**config.mk**
```make
export PLATFORM = sky130hd
export DESIGN_NAME = pointer_cursor_tracker_unit
export DESIGN_NICKNAME = d
export VERILOG_FILES = /design/src/rtl/pct_pkg.sv /design/src/rtl/pct_ctrl.sv /design/src/rtl/pct_dp.sv /design/src/rtl/pointer_cursor_tracker_unit.sv
export SDC_FILE = /design/constraint.sdc
export NUM_CORES = 2
export LEC_CHECK = 0
export ABC_AREA = 1
export BUFFER_PORTS_ARGS = -buffer_cell sky130_fd_sc_hd__clkbuf_2
export CORE_MARGIN = 5
export CORE_UTILIZATION = 46
export CTS_CLUSTER_SIZE = 40
export DETAILED_ROUTE_END_ITERATION = 8
export PLACE_DENSITY = 0.75
export SLEW_MARGIN = 20
export SYNTH_ARGS = -nofsm -noshare
export SYNTH_HDL_FRONTEND = slang
export SYNTH_HIERARCHICAL = 1
export SYNTH_SLANG_ARGS = --single-unit
```
**constraint.sdc**
```tcl
create_clock -name i_clk -period 9 [get_ports i_clk]
set_input_delay 0 -clock i_clk [delete_from_list [all_inputs] [get_ports i_clk]]
set_output_delay 0 -clock i_clk [all_outputs]
set_load 0.05 [all_outputs]
```
**src/rtl/pct_pkg.sv**
```systemverilog
// ----------------------------------------------------------------------------
// pct_pkg
// Shared types and constants for the pointer cursor tracker.
// ----------------------------------------------------------------------------
package pct_pkg;

    localparam int COORD_BITS_DEF = 15;
    localparam int CFG_IDX_BITS   = 3;
    localparam int CFG_DATA_BITS  = 16;
    localparam int DIV_BITS       = 64;

    // Register indexes
    localparam logic [CFG_IDX_BITS-1:0] REG_SCREEN_W  = 3'd0;
    localparam logic [CFG_IDX_BITS-1:0] REG_SCREEN_H  = 3'd1;
    localparam logic [CFG_IDX_BITS-1:0] REG_SPEED     = 3'd2;
    localparam logic [CFG_IDX_BITS-1:0] REG_ACTIVE    = 3'd3;
    localparam logic [CFG_IDX_BITS-1:0] REG_STEP      = 3'd4;
    localparam logic [CFG_IDX_BITS-1:0] REG_CAP       = 3'd5;
    localparam logic [CFG_IDX_BITS-1:0] REG_TRIGGER   = 3'd6;

    // Report types
    localparam logic [1:0] REQ_ABS      = 2'd0;
    localparam logic [1:0] REQ_REL      = 2'd1;
    localparam logic [1:0] REQ_NOTREADY = 2'd2;
    localparam logic [1:0] REQ_ERROR    = 2'd3;

    // Commands from the controller to the datapath
    typedef struct packed {
        logic load;      // capture the input transaction
        logic mul_x;     // form the X dividend
        logic mul_y;     // form the Y dividend
        logic div_x;     // start the X division
        logic div_y;     // start the Y division
        logic div_step;  // advance the divider by one bit
        logic commit;    // update cursor, counters and result
    } t_cmd;

    // Status from the datapath to the controller
    typedef struct packed {
        logic needs_div; // first good report of the round, division needed
        logic div_last;  // divider on its final bit
    } t_sts;

endpackage

```
**src/rtl/pct_ctrl.sv**
```systemverilog
// ----------------------------------------------------------------------------
// pct_ctrl
// Sequencer: accept, two serial divisions when needed, commit, hold result.
// ----------------------------------------------------------------------------
module pct_ctrl (
    input  logic          i_clk,
    input  logic          i_rst_n,
    input  logic          i_valid,
    output logic          o_stall,
    output logic          o_valid,
    input  logic          i_stall,
    output pct_pkg::t_cmd o_cmd,
    input  pct_pkg::t_sts i_sts
);

    typedef enum logic [2:0] {
        S_IDLE, S_MULX, S_DIVX, S_MULY, S_DIVY, S_COMMIT
    } t_state;

    t_state r_state, n_state;
    logic   r_ovalid, n_ovalid;
    logic   w_acc, w_free;

    // Output register frees when empty or taken
    assign w_free  = !r_ovalid || !i_stall;
    assign w_acc   = (r_state == S_IDLE) && i_valid;
    assign o_stall = (r_state != S_IDLE);
    assign o_valid = r_ovalid;

    always_comb begin
        n_state = r_state;
        n_ovalid = r_ovalid && i_stall;
        o_cmd = '0;
        case (r_state)
            S_IDLE: begin
                if (w_acc) begin
                    o_cmd.load = 1'b1;
                    n_state = S_MULX;
                end
            end
            S_MULX: begin
                if (i_sts.needs_div) begin
                    o_cmd.mul_x = 1'b1;
                    n_state = S_DIVX;
                end else begin
                    n_state = S_COMMIT;
                end
            end
            S_DIVX: begin
                o_cmd.div_step = 1'b1;
                if (i_sts.div_last) begin
                    n_state = S_MULY;
                end
            end
            S_MULY: begin
                o_cmd.mul_y = 1'b1;
                n_state = S_DIVY;
            end
            S_DIVY: begin
                o_cmd.div_step = 1'b1;
                if (i_sts.div_last) begin
                    n_state = S_COMMIT;
                end
            end
            S_COMMIT: begin
                if (w_free) begin
                    o_cmd.commit = 1'b1;
                    n_ovalid = 1'b1;
                    n_state = S_IDLE;
                end
            end
            default: n_state = S_IDLE;
        endcase
        o_cmd.div_x = o_cmd.mul_x;
        o_cmd.div_y = o_cmd.mul_y;
    end

    // Hold state and result valid
    always_ff @(posedge i_clk) begin
        if (!i_rst_n) begin
            r_state  <= S_IDLE;
            r_ovalid <= 1'b0;
        end else begin
            r_state  <= n_state;
            r_ovalid <= n_ovalid;
        end
    end

endmodule

```
**src/rtl/pct_dp.sv**
```systemverilog
// ----------------------------------------------------------------------------
// pct_dp
// Datapath: config registers, cursor state, bit-serial divider, result.
// ----------------------------------------------------------------------------
module pct_dp #(
    parameter int COORD_BITS = pct_pkg::COORD_BITS_DEF
) (
    input  logic                               i_clk,
    input  logic                               i_rst_n,
    input  logic                               i_cfg_we,
    input  logic [pct_pkg::CFG_IDX_BITS-1:0]   i_cfg_idx,
    input  logic [pct_pkg::CFG_DATA_BITS-1:0]  i_cfg_data,
    input  logic [1:0]                         i_req_type,
    input  logic [31:0]                        i_abs_x,
    input  logic [31:0]                        i_abs_y,
    input  logic signed [31:0]                 i_rel_x,
    input  logic signed [31:0]                 i_rel_y,
    input  logic [31:0]                        i_divisor_x,
    input  logic [31:0]                        i_divisor_y,
    input  logic                               i_button,
    input  logic                               i_last_in_poll,
    input  pct_pkg::t_cmd                      i_cmd,
    output pct_pkg::t_sts                      o_sts,
    output logic                               o_status,
    output logic [15:0]                        o_stall_us,
    output logic                               o_round_done,
    output logic [COORD_BITS-1:0]              o_cursor_x,
    output logic [COORD_BITS-1:0]              o_cursor_y,
    output logic                               o_holding,
    output logic                               o_press
);

    localparam int DB = pct_pkg::DIV_BITS;
    localparam int CB = $clog2(DB);

    // Configuration
    logic [COORD_BITS-1:0] r_sw, r_sh;
    logic [4:0]  r_speed;
    logic        r_active;
    logic [15:0] r_step, r_cap;
    logic [3:0]  r_trig;

    // Captured transaction
    logic [1:0]  r_type;
    logic [31:0] r_ax, r_ay, r_rx, r_ry, r_dx, r_dy;
    logic        r_btn, r_last;

    // Cursor state
    logic [COORD_BITS-1:0] r_cx, r_cy, r_nx;
    logic        r_hold, r_prev, r_press, r_found;
    logic [3:0]  r_nrc;
    logic [15:0] r_delay;

    // Divider: magnitude restoring division
    logic [DB-1:0] r_num, r_quo;
    logic [DB:0]   r_rem;
    logic [DB-1:0] r_den;
    logic          r_neg;
    logic [CB-1:0] r_cnt;

    logic                  r_is_y_d, r_type_abs_d;
    logic [COORD_BITS-1:0] r_size_d;

    logic [COORD_BITS-1:0] w_w, w_h;
    logic [1:0]            w_type;
    logic                  w_is_y;
    logic [31:0]           w_pos, w_rel, w_div;
    logic [COORD_BITS-1:0] w_size;
    logic signed [37:0]    w_prod;
    logic [DB-1:0]         w_dividend;
    logic [DB:0]           w_trial;
    logic [DB-1:0]         w_q_next;
    logic [COORD_BITS-1:0] w_coord;
    logic signed [DB+1:0]  w_t;
    logic [DB-1:0]         w_abs_q;

    assign w_w = (r_sw == '0) ? COORD_BITS'(1) : r_sw;
    assign w_h = (r_sh == '0) ? COORD_BITS'(1) : r_sh;

    // Zero divisor turns a good report into an error
    assign w_type = (r_type <= pct_pkg::REQ_REL && (r_dx == '0 || r_dy == '0))
                    ? pct_pkg::REQ_ERROR : r_type;

    assign o_sts.needs_div = r_active && !r_found && (w_type <= pct_pkg::REQ_REL);
    assign o_sts.div_last  = (r_cnt == '0);

    // Dividend for the axis being started
    assign w_is_y = i_cmd.mul_y;
    assign w_pos  = w_is_y ? r_ay : r_ax;
    assign w_rel  = w_is_y ? r_ry : r_rx;
    assign w_div  = w_is_y ? r_dy : r_dx;
    assign w_size = w_is_y ? w_h : w_w;
    assign w_prod = $signed(w_rel) * $signed({1'b0, r_speed});
    always_comb begin
        if (w_type == pct_pkg::REQ_ABS) begin
            w_dividend = DB'(w_pos) * DB'(w_size);
        end else if (w_prod < 0) begin
            w_dividend = DB'(-w_prod);
        end else begin
            w_dividend = DB'(w_prod);
        end
    end

    // One quotient bit per step
    assign w_trial  = {r_rem[DB-1:0], r_num[DB-1]} - {1'b0, r_den};
    assign w_q_next = {r_quo[DB-2:0], !w_trial[DB]};

    // Finish the axis: saturate or add and clamp
    always_comb begin
        w_abs_q = w_q_next;
        w_t = r_neg ? -$signed({2'b00, w_abs_q}) : $signed({2'b00, w_abs_q});
        w_t = w_t + $signed({{(DB+2-COORD_BITS){1'b0}}, (i_cmd.div_step && r_cnt == '0 &&
              r_is_y_d) ? r_cy : r_cx});
        if (r_type_abs_d) begin
            w_coord = (w_abs_q > DB'(r_size_d)) ? r_size_d : w_abs_q[COORD_BITS-1:0];
        end else if (w_t < 0) begin
            w_coord = '0;
        end else if (w_t >= $signed({{(DB+2-COORD_BITS){1'b0}}, r_size_d})) begin
            w_coord = r_size_d - 1'b1;
        end else begin
            w_coord = w_t[COORD_BITS-1:0];
        end
    end

    // Configuration writes
    always_ff @(posedge i_clk) begin
        if (!i_rst_n) begin
            r_sw     <= COORD_BITS'(1024);
            r_sh     <= COORD_BITS'(768);
            r_speed  <= 5'd4;
            r_active <= 1'b0;
            r_step   <= 16'd1000;
            r_cap    <= 16'd50000;
            r_trig   <= 4'd3;
        end else if (i_cfg_we) begin
            case (i_cfg_idx)
                pct_pkg::REG_SCREEN_W: r_sw     <= i_cfg_data[COORD_BITS-1:0];
                pct_pkg::REG_SCREEN_H: r_sh     <= i_cfg_data[COORD_BITS-1:0];
                pct_pkg::REG_SPEED:    r_speed  <= i_cfg_data[4:0];
                pct_pkg::REG_ACTIVE:   r_active <= i_cfg_data[0];
                pct_pkg::REG_STEP:     r_step   <= i_cfg_data;
                pct_pkg::REG_CAP:      r_cap    <= i_cfg_data;
                pct_pkg::REG_TRIGGER:  r_trig   <= i_cfg_data[3:0];
                default: ;
            endcase
        end
    end

    // Capture transaction and run divider
    always_ff @(posedge i_clk) begin
        if (i_cmd.load) begin
            r_type <= i_req_type;
            r_ax <= i_abs_x;   r_ay <= i_abs_y;
            r_rx <= i_rel_x;   r_ry <= i_rel_y;
            r_dx <= i_divisor_x; r_dy <= i_divisor_y;
            r_btn <= i_button; r_last <= i_last_in_poll;
        end
        if (i_cmd.div_x || i_cmd.div_y) begin
            r_num <= w_dividend;
            r_den <= DB'(w_div);
            r_rem <= '0;
            r_quo <= '0;
            r_cnt <= CB'(DB-1);
            r_neg <= (w_type != pct_pkg::REQ_ABS) && (w_prod < 0);
            r_is_y_d <= w_is_y;
            r_type_abs_d <= (w_type == pct_pkg::REQ_ABS);
            r_size_d <= w_size;
        end else if (i_cmd.div_step) begin
            r_num <= {r_num[DB-2:0], 1'b0};
            r_rem <= w_trial[DB] ? {r_rem[DB-1:0], r_num[DB-1]} : w_trial;
            r_quo <= w_q_next;
            r_cnt <= r_cnt - 1'b1;
        end
    end

    // Cursor, counters and result register
    always_ff @(posedge i_clk) begin
        if (!i_rst_n) begin
            r_cx <= COORD_BITS'(512);
            r_cy <= COORD_BITS'(384);
            r_nx <= '0;
            r_hold <= 1'b0; r_prev <= 1'b0; r_press <= 1'b0; r_found <= 1'b0;
            r_nrc <= '0; r_delay <= '0;
            o_status <= 1'b0; o_stall_us <= '0; o_round_done <= 1'b0;
            o_cursor_x <= '0; o_cursor_y <= '0; o_holding <= 1'b0; o_press <= 1'b0;
        end else begin
            // Park the X result until Y is done
            if (i_cmd.div_step && r_cnt == '0) begin
                if (r_is_y_d) begin
                    r_cy <= w_coord;
                    r_cx <= r_nx;
                end else begin
                    r_nx <= w_coord;
                end
            end
            if (i_cmd.commit) begin
                logic        v_hold, v_press;
                logic [3:0]  v_nrc;
                logic [16:0] v_d;
                logic [15:0] v_stall;
                v_hold = r_hold; v_press = r_press; v_nrc = r_nrc; v_stall = '0;
                v_d = '0;
                if (r_active) begin
                    if (w_type <= pct_pkg::REQ_REL) begin
                        v_nrc = '0;
                        if (!r_found) begin
                            v_hold = r_btn;
                        end
                    end else if (w_type == pct_pkg::REQ_NOTREADY) begin
                        v_nrc = r_nrc + 1'b1;
                        if (v_nrc >= r_trig) begin
                            v_d = {1'b0, r_delay} + {1'b0, r_step};
                            v_stall = (v_d > {1'b0, r_cap}) ? r_cap : v_d[15:0];
                            r_delay <= v_stall;
                            v_nrc = '0;
                        end
                    end else begin
                        v_nrc = '0;
                    end
                    r_found <= (r_found || (w_type <= pct_pkg::REQ_REL)) && !r_last;
                    if (r_last) begin
                        v_press = r_prev && !v_hold;
                        r_prev  <= v_hold;
                    end
                end
                r_hold  <= v_hold;
                r_press <= v_press;
                r_nrc   <= v_nrc;
                o_status     <= !r_active;
                o_stall_us   <= v_stall;
                o_round_done <= r_active && r_last;
                o_cursor_x   <= r_cx;
                o_cursor_y   <= r_cy;
                o_holding    <= v_hold;
                o_press      <= v_press;
            end
        end
    end

endmodule

```
**src/rtl/pointer_cursor_tracker_unit.sv**
```systemverilog
// ----------------------------------------------------------------------------
// pointer_cursor_tracker_unit
// Tracks a screen cursor from pointer poll reports.
// ----------------------------------------------------------------------------
//  channel | signals                       | direction
//  input   | i_valid / o_stall, fields     | in
//  result  | o_valid / i_stall, fields     | out
//  config  | i_cfg_we, i_cfg_idx, data     | in
// A report with no division goes straight to commit; otherwise the
// shared bit-serial divider runs once per axis, X then Y.
// Reset is synchronous and active low; no clearing pass follows it.
// One result register parts the sides; a stalled result holds.
module pointer_cursor_tracker_unit #(
    parameter int COORD_BITS = pct_pkg::COORD_BITS_DEF
) (
    input  logic                              i_clk,
    input  logic                              i_rst_n,
    input  logic                              i_cfg_we,
    input  logic [pct_pkg::CFG_IDX_BITS-1:0]  i_cfg_idx,
    input  logic [pct_pkg::CFG_DATA_BITS-1:0] i_cfg_data,
    input  logic                              i_valid,
    output logic                              o_stall,
    input  logic [1:0]                        i_req_type,
    input  logic [31:0]                       i_abs_x,
    input  logic [31:0]                       i_abs_y,
    input  logic signed [31:0]                i_rel_x,
    input  logic signed [31:0]                i_rel_y,
    input  logic [31:0]                       i_divisor_x,
    input  logic [31:0]                       i_divisor_y,
    input  logic                              i_button,
    input  logic                              i_last_in_poll,
    output logic                              o_valid,
    input  logic                              i_stall,
    output logic                              o_status,
    output logic [15:0]                       o_stall_us,
    output logic                              o_round_done,
    output logic [COORD_BITS-1:0]             o_cursor_x,
    output logic [COORD_BITS-1:0]             o_cursor_y,
    output logic                              o_holding,
    output logic                              o_press
);

    pct_pkg::t_cmd w_cmd;
    pct_pkg::t_sts w_sts;

    pct_ctrl u_ctrl (
        .i_clk(i_clk), .i_rst_n(i_rst_n),
        .i_valid(i_valid), .o_stall(o_stall),
        .o_valid(o_valid), .i_stall(i_stall),
        .o_cmd(w_cmd), .i_sts(w_sts)
    );

    pct_dp #(.COORD_BITS(COORD_BITS)) u_dp (
        .i_clk(i_clk), .i_rst_n(i_rst_n),
        .i_cfg_we(i_cfg_we), .i_cfg_idx(i_cfg_idx), .i_cfg_data(i_cfg_data),
        .i_req_type(i_req_type), .i_abs_x(i_abs_x), .i_abs_y(i_abs_y),
        .i_rel_x(i_rel_x), .i_rel_y(i_rel_y),
        .i_divisor_x(i_divisor_x), .i_divisor_y(i_divisor_y),
        .i_button(i_button), .i_last_in_poll(i_last_in_poll),
        .i_cmd(w_cmd), .o_sts(w_sts),
        .o_status(o_status), .o_stall_us(o_stall_us), .o_round_done(o_round_done),
        .o_cursor_x(o_cursor_x), .o_cursor_y(o_cursor_y),
        .o_holding(o_holding), .o_press(o_press)
    );

endmodule

```
# ---- Word-level counts from Yosys, hierarchy flattened
# Cells that the tools add are included.
dict set report word_totals {
  reg_bits 636
  latch_bits 0
  mem_bits_rw 0
  romBits 0
  out_inout_bits 52
  word_cells 171
  memories 0
}
dict set report op_classes {
  addsub 8
  multipliers 2
  div_mod_pow 0
  n_lt_le_gt_ge 8
  n_eq_ne 16
  n_shift 0
  muxes 47
  n_bitwise 2
  n_reduce_logical 47
}
# op n
set ops {}
lappend ops {{two-way mux 64 bit} 5}
lappend ops {{two-way mux 15 bit} 8}
lappend ops {{two-way mux 32 bit} 3}
lappend ops {{two-way mux 16 bit} 5}
lappend ops {{adder 66 x 16 -> 66 bit} 1}
lappend ops {{greater-or-equal comparator 66 x 16 -> 1 bit} 1}
lappend ops {{< comparator 66 x 1 -> 1 bit, second input constant} 1}
lappend ops {{two-way mux 66 bit} 1}
lappend ops {{negator 64 -> 66 bit} 1}
lappend ops {{subtractor 65 x 32 -> 65 bit} 1}
lappend ops {{greater-than comparator 64 x 15 -> 1 bit} 1}
lappend ops {{logical NOT 32 bit} 2}
lappend ops {{negator 38 -> 64 bit} 1}
lappend ops {{multiplier 32 x 15 -> 47 bit} 1}
lappend ops {{< comparator 38 x 1 -> 1 bit, second input constant} 1}
lappend ops {{multiplier 32 x 6 -> 38 bit} 1}
lappend ops {{logical NOT 15 bit} 2}
lappend ops {{AND reduction 2 bit} 10}
lappend ops {{one-hot mux 3 bit (6 select lines)} 1}
lappend ops {{adder 16 x 16 -> 17 bit} 1}
lappend ops {{greater-than comparator 17 x 16 -> 1 bit} 1}
lappend ops {{== test 3 bit, second input constant} 5}
lappend ops {{two-way mux 1 bit} 15}
lappend ops {{two-way mux 3 bit} 5}
lappend ops {{24 further kinds} 56}

# ---- Logic depth before layout (Yosys ltp)
dict set report logic_depth {
  word_depth 11
  mapped_depth 53
  mapped_depth_nobuf 49
}

# ---- Hierarchy
# The synthesis kept the hierarchy.
# mod n_inst cells_per_inst area_per_inst_um2
set modules_own_cells {}
lappend modules_own_cells {pct_dp 1 6831 54050.6}
lappend modules_own_cells {pct_ctrl 1 54 305.3}

# ---- Worst setup path before layout
# No wires, ideal clock.
dict set report synth_path {
  path_kind {reg2reg}
  startpoint {reg u_ctrl.r_state[0]}
  endpoint {reg u_dp.r_ax[0] (enable)}
  setup_ps 754
  t_arrival_ps 9177
  required_ps 8246
  setup_slack_ps -932
  stages_incl_launch_ff 5
  path_buffers 1
  synth_period_minus_slack_ps 9932
  cell_sequence {dfxtp_1 -> buf_2 -> nor2_2 -> nand2_1 -> nor2_1}
}
# element line_no
set synth_rtl {}
lappend synth_rtl {{from (decl)} pct_ctrl.sv:20} ;# t_state r_state, n_state;
lappend synth_rtl {{from (signal assigned)} pct_ctrl.sv:84} ;# r_state <= n_state;
lappend synth_rtl {{to (signal assigned)} pct_dp.sv:153} ;# r_ax <= i_abs_x; r_ay <= i_abs_y;
lappend synth_rtl {{to (decl)} pct_dp.sv:45} ;# logic [31:0] r_ax, r_ay, r_rx, r_ry, r_dx, r_dy;

==> impl_metrics.tcl <==
set metrics [dict create \
    run_status "complete, no violations" \
    timing.critical_path.fanout_max 43 \
    cpPeakStageDelay_ns 0.55 \
    period_needed_ns 8.415 \
    synthCells 6884 \
    finalHoldViolCount 0 \
    endpoint_kind "flip-flop" \
    grt_pass1_vias 48440 \
    skew_ns 0.03497 \
    fin_crit_sh_pct 93.50 \
    layoutNonFillerInstCount 8918 \
    area_growth_pct 14.52 \
    grt_max_degree 97 \
    dp_hpwl_um 124000 \
    clkSlewWorstSetupHoldPaths_ns 0.06 \
    required_ns 9.40 \
    clock_sinks 636 \
    p_per_area_nw_per_um2 246.2 \
    crit_type "reg2reg" \
    fmaxAchievable_ghz 0.1188 \
    p_leak_nw 29.74 \
    layout.nets 8327 \
    cts.htree.levels 3 \
    port_buffers 271 \
    synth_area_per_cell_um2 7.895 \
    hp-class "in2reg" \
    num_io_pins 272 \
    row_count 126 \
    overflow 0 \
    clk_latency_ns 0.67 \
    tightest_slew_ns 1.115 \
    top_regs "u_dp/r_num: 64 flops, u_dp/r_rem: 64 flops, u_dp/r_quo: 63 flops" \
    ir_drop_mv 0.1666 \
    drv_cap 0 \
    totalWireLength_um 163500 \
    num_vias 48180 \
    routedWlPerCell_um 18.34 \
    via_per_inst 5.403 \
    die_h_um 353.7 \
    synthesis.area_um2 54350 \
    detail-route-antenna-nets 0 \
    final_layout_size_suffix_gt1_share_pct 9.603 \
    relSlewSlack_pct 25.57 \
    crit_slowest_cell "fa_1" \
    core_um2 117800 \
    setup_viol 0 \
    cp-start-kind "flip-flop" \
    die_area_um2 125100 \
    cts_tree "done" \
    critPathArrivalTime_ns 8.82 \
    cts_root_buffer "clkbuf_16" \
    initial_utilization_pct 46.15 \
    path_common_cell "inv_1" \
    dp_cells 8553 \
    drt_iter0_drc 3878 \
    synth_nets 7896 \
    rsz0062_at_grt "false" \
    synth_warnings 6 \
    tns_ns 0 \
    die_w_um 353.7 \
    gp_congestion 0.9854 \
    track_usage_pct 25.61 \
    antenna_found_initial 10 \
    slew_viol_final 0 \
    grt_pass1_wl_um 258400 \
    clk_path_buf_depth 3 \
    numCtsBuffers 70 \
    drcViolationCount 0 \
    dr.pass1.iters 8 \
]
[layout make-up]
cell class              count  area [um2]
multi-input cells        4875       33310
repair inverters            1       8.758
clock inverters            38       630.6
flip-flops and latches    636       15840
clock buffers              92        1892
repair buffers            584        4275
well taps                1536        1922
inverters                1147        4338
fillers                 10777       55530
diodes                      9       22.52
[critical path: cells and delay by family (launching register included)]
kind / cells / cell delay, ns
buf+inv: 9 / 1.43
compound gates: 10 / 1.56
simple gates: 8 / 1.21
fa+ha+maj: 7 / 3.54
flops: 1 / 0.41
[worst paths after layout]
check | start | end | slack, ns | cells after the start
setup / recovery | u_ctrl/r_state[1]$_SDFFE_PN0P_ | u_dp/r_num[45]$_DFFE_PP_ | 0.59 | 34
hold / removal | i_abs_y[7] | u_dp/r_ay[7]$_DFFE_PP_ | 0.05 | 2
setup reg to reg | u_ctrl/r_state[1]$_SDFFE_PN0P_ | u_dp/r_num[45]$_DFFE_PP_ | 0.59 | 34
hold reg to reg | u_dp/o_stall_us[9]$_SDFFE_PN0P_ | u_dp/o_stall_us[9]$_SDFFE_PN0P_ | 0.46 | 2
[metrics by stage]
step / setup WS, ns / instance area (um2) / utilization, % / power (mW) / hold slack [ns]
2_1_floorplan: 1.009 / 54350 / - / 9.828 / 0.09887
3_3_place_gp: 0.5254 / 57390 / 48.74 / 11.86 / 0.1766
3_5_place_dp: 0.2903 / 57390 / 48.74 / 11.99 / 0.1786
4_1_cts: 0.2850 / 62170 / 52.79 / 15.30 / 0.009370
5_1_grt: 0.03517 / 62240 / 52.85 / 16.48 / 0.02795
6_report: 0.5854 / 62240 / 52.85 / 15.32 / 0.05030
[report_power, final]
part	switching [mW]	internal (mW)	total, mW
registers	0.440	3.76	4.20
logic	5.33	2.62	7.95
clock network	1.30	1.87	3.17
total	7.07	8.25	15.3
[routing by layer]
layer  wire (um)  GRT usage, %  up-vias
met4        9172         13.12        0
met1       64690         31.45    22920
met5           0             0        -
li1            -             -    22892
met2       78890         43.83     1897
met3       10780         3.920      471
[placed cells by master (no fill, tap or decap), types with 11 or more instances in the layout]
master,instances
nand2_1,1342
dfxtp_1,325
inv_1,1110
dlygate4sd3_1,225
nand2_4,13
o211ai_1,28
o22ai_1,71
or2_2,44
nor4_1,32
clkbuf_16,70
fa_1,488
a31oi_1,44
nor2_1,839
nor3_1,68
o21ai_1,34
a21oi_1,387
inv_2,26
nand4_1,73
edfxtp_1,310
clkbuf_1,15
nand3_1,277
nand2_2,39
nand3_2,20
xnor2_1,55
bufinv_16,13
clkbuf_2,270
xor2_1,124
nor2_2,44
buf_4,88
ha_1,304
o21a_1,13
nor2_4,16
a22oi_1,11
o21bai_1,20
clkinv_2,11
a32o_1,14
o21ai_0,380
[what timing repair did]
action,in CTS,in global routing
setup endpoints to repair,0,18
hold buffers,225,0
gates resized for setup,0,13
setup buffers,0,0
endpoints found under the hold margin,305,0
Power figures use the tool's default switching activity.
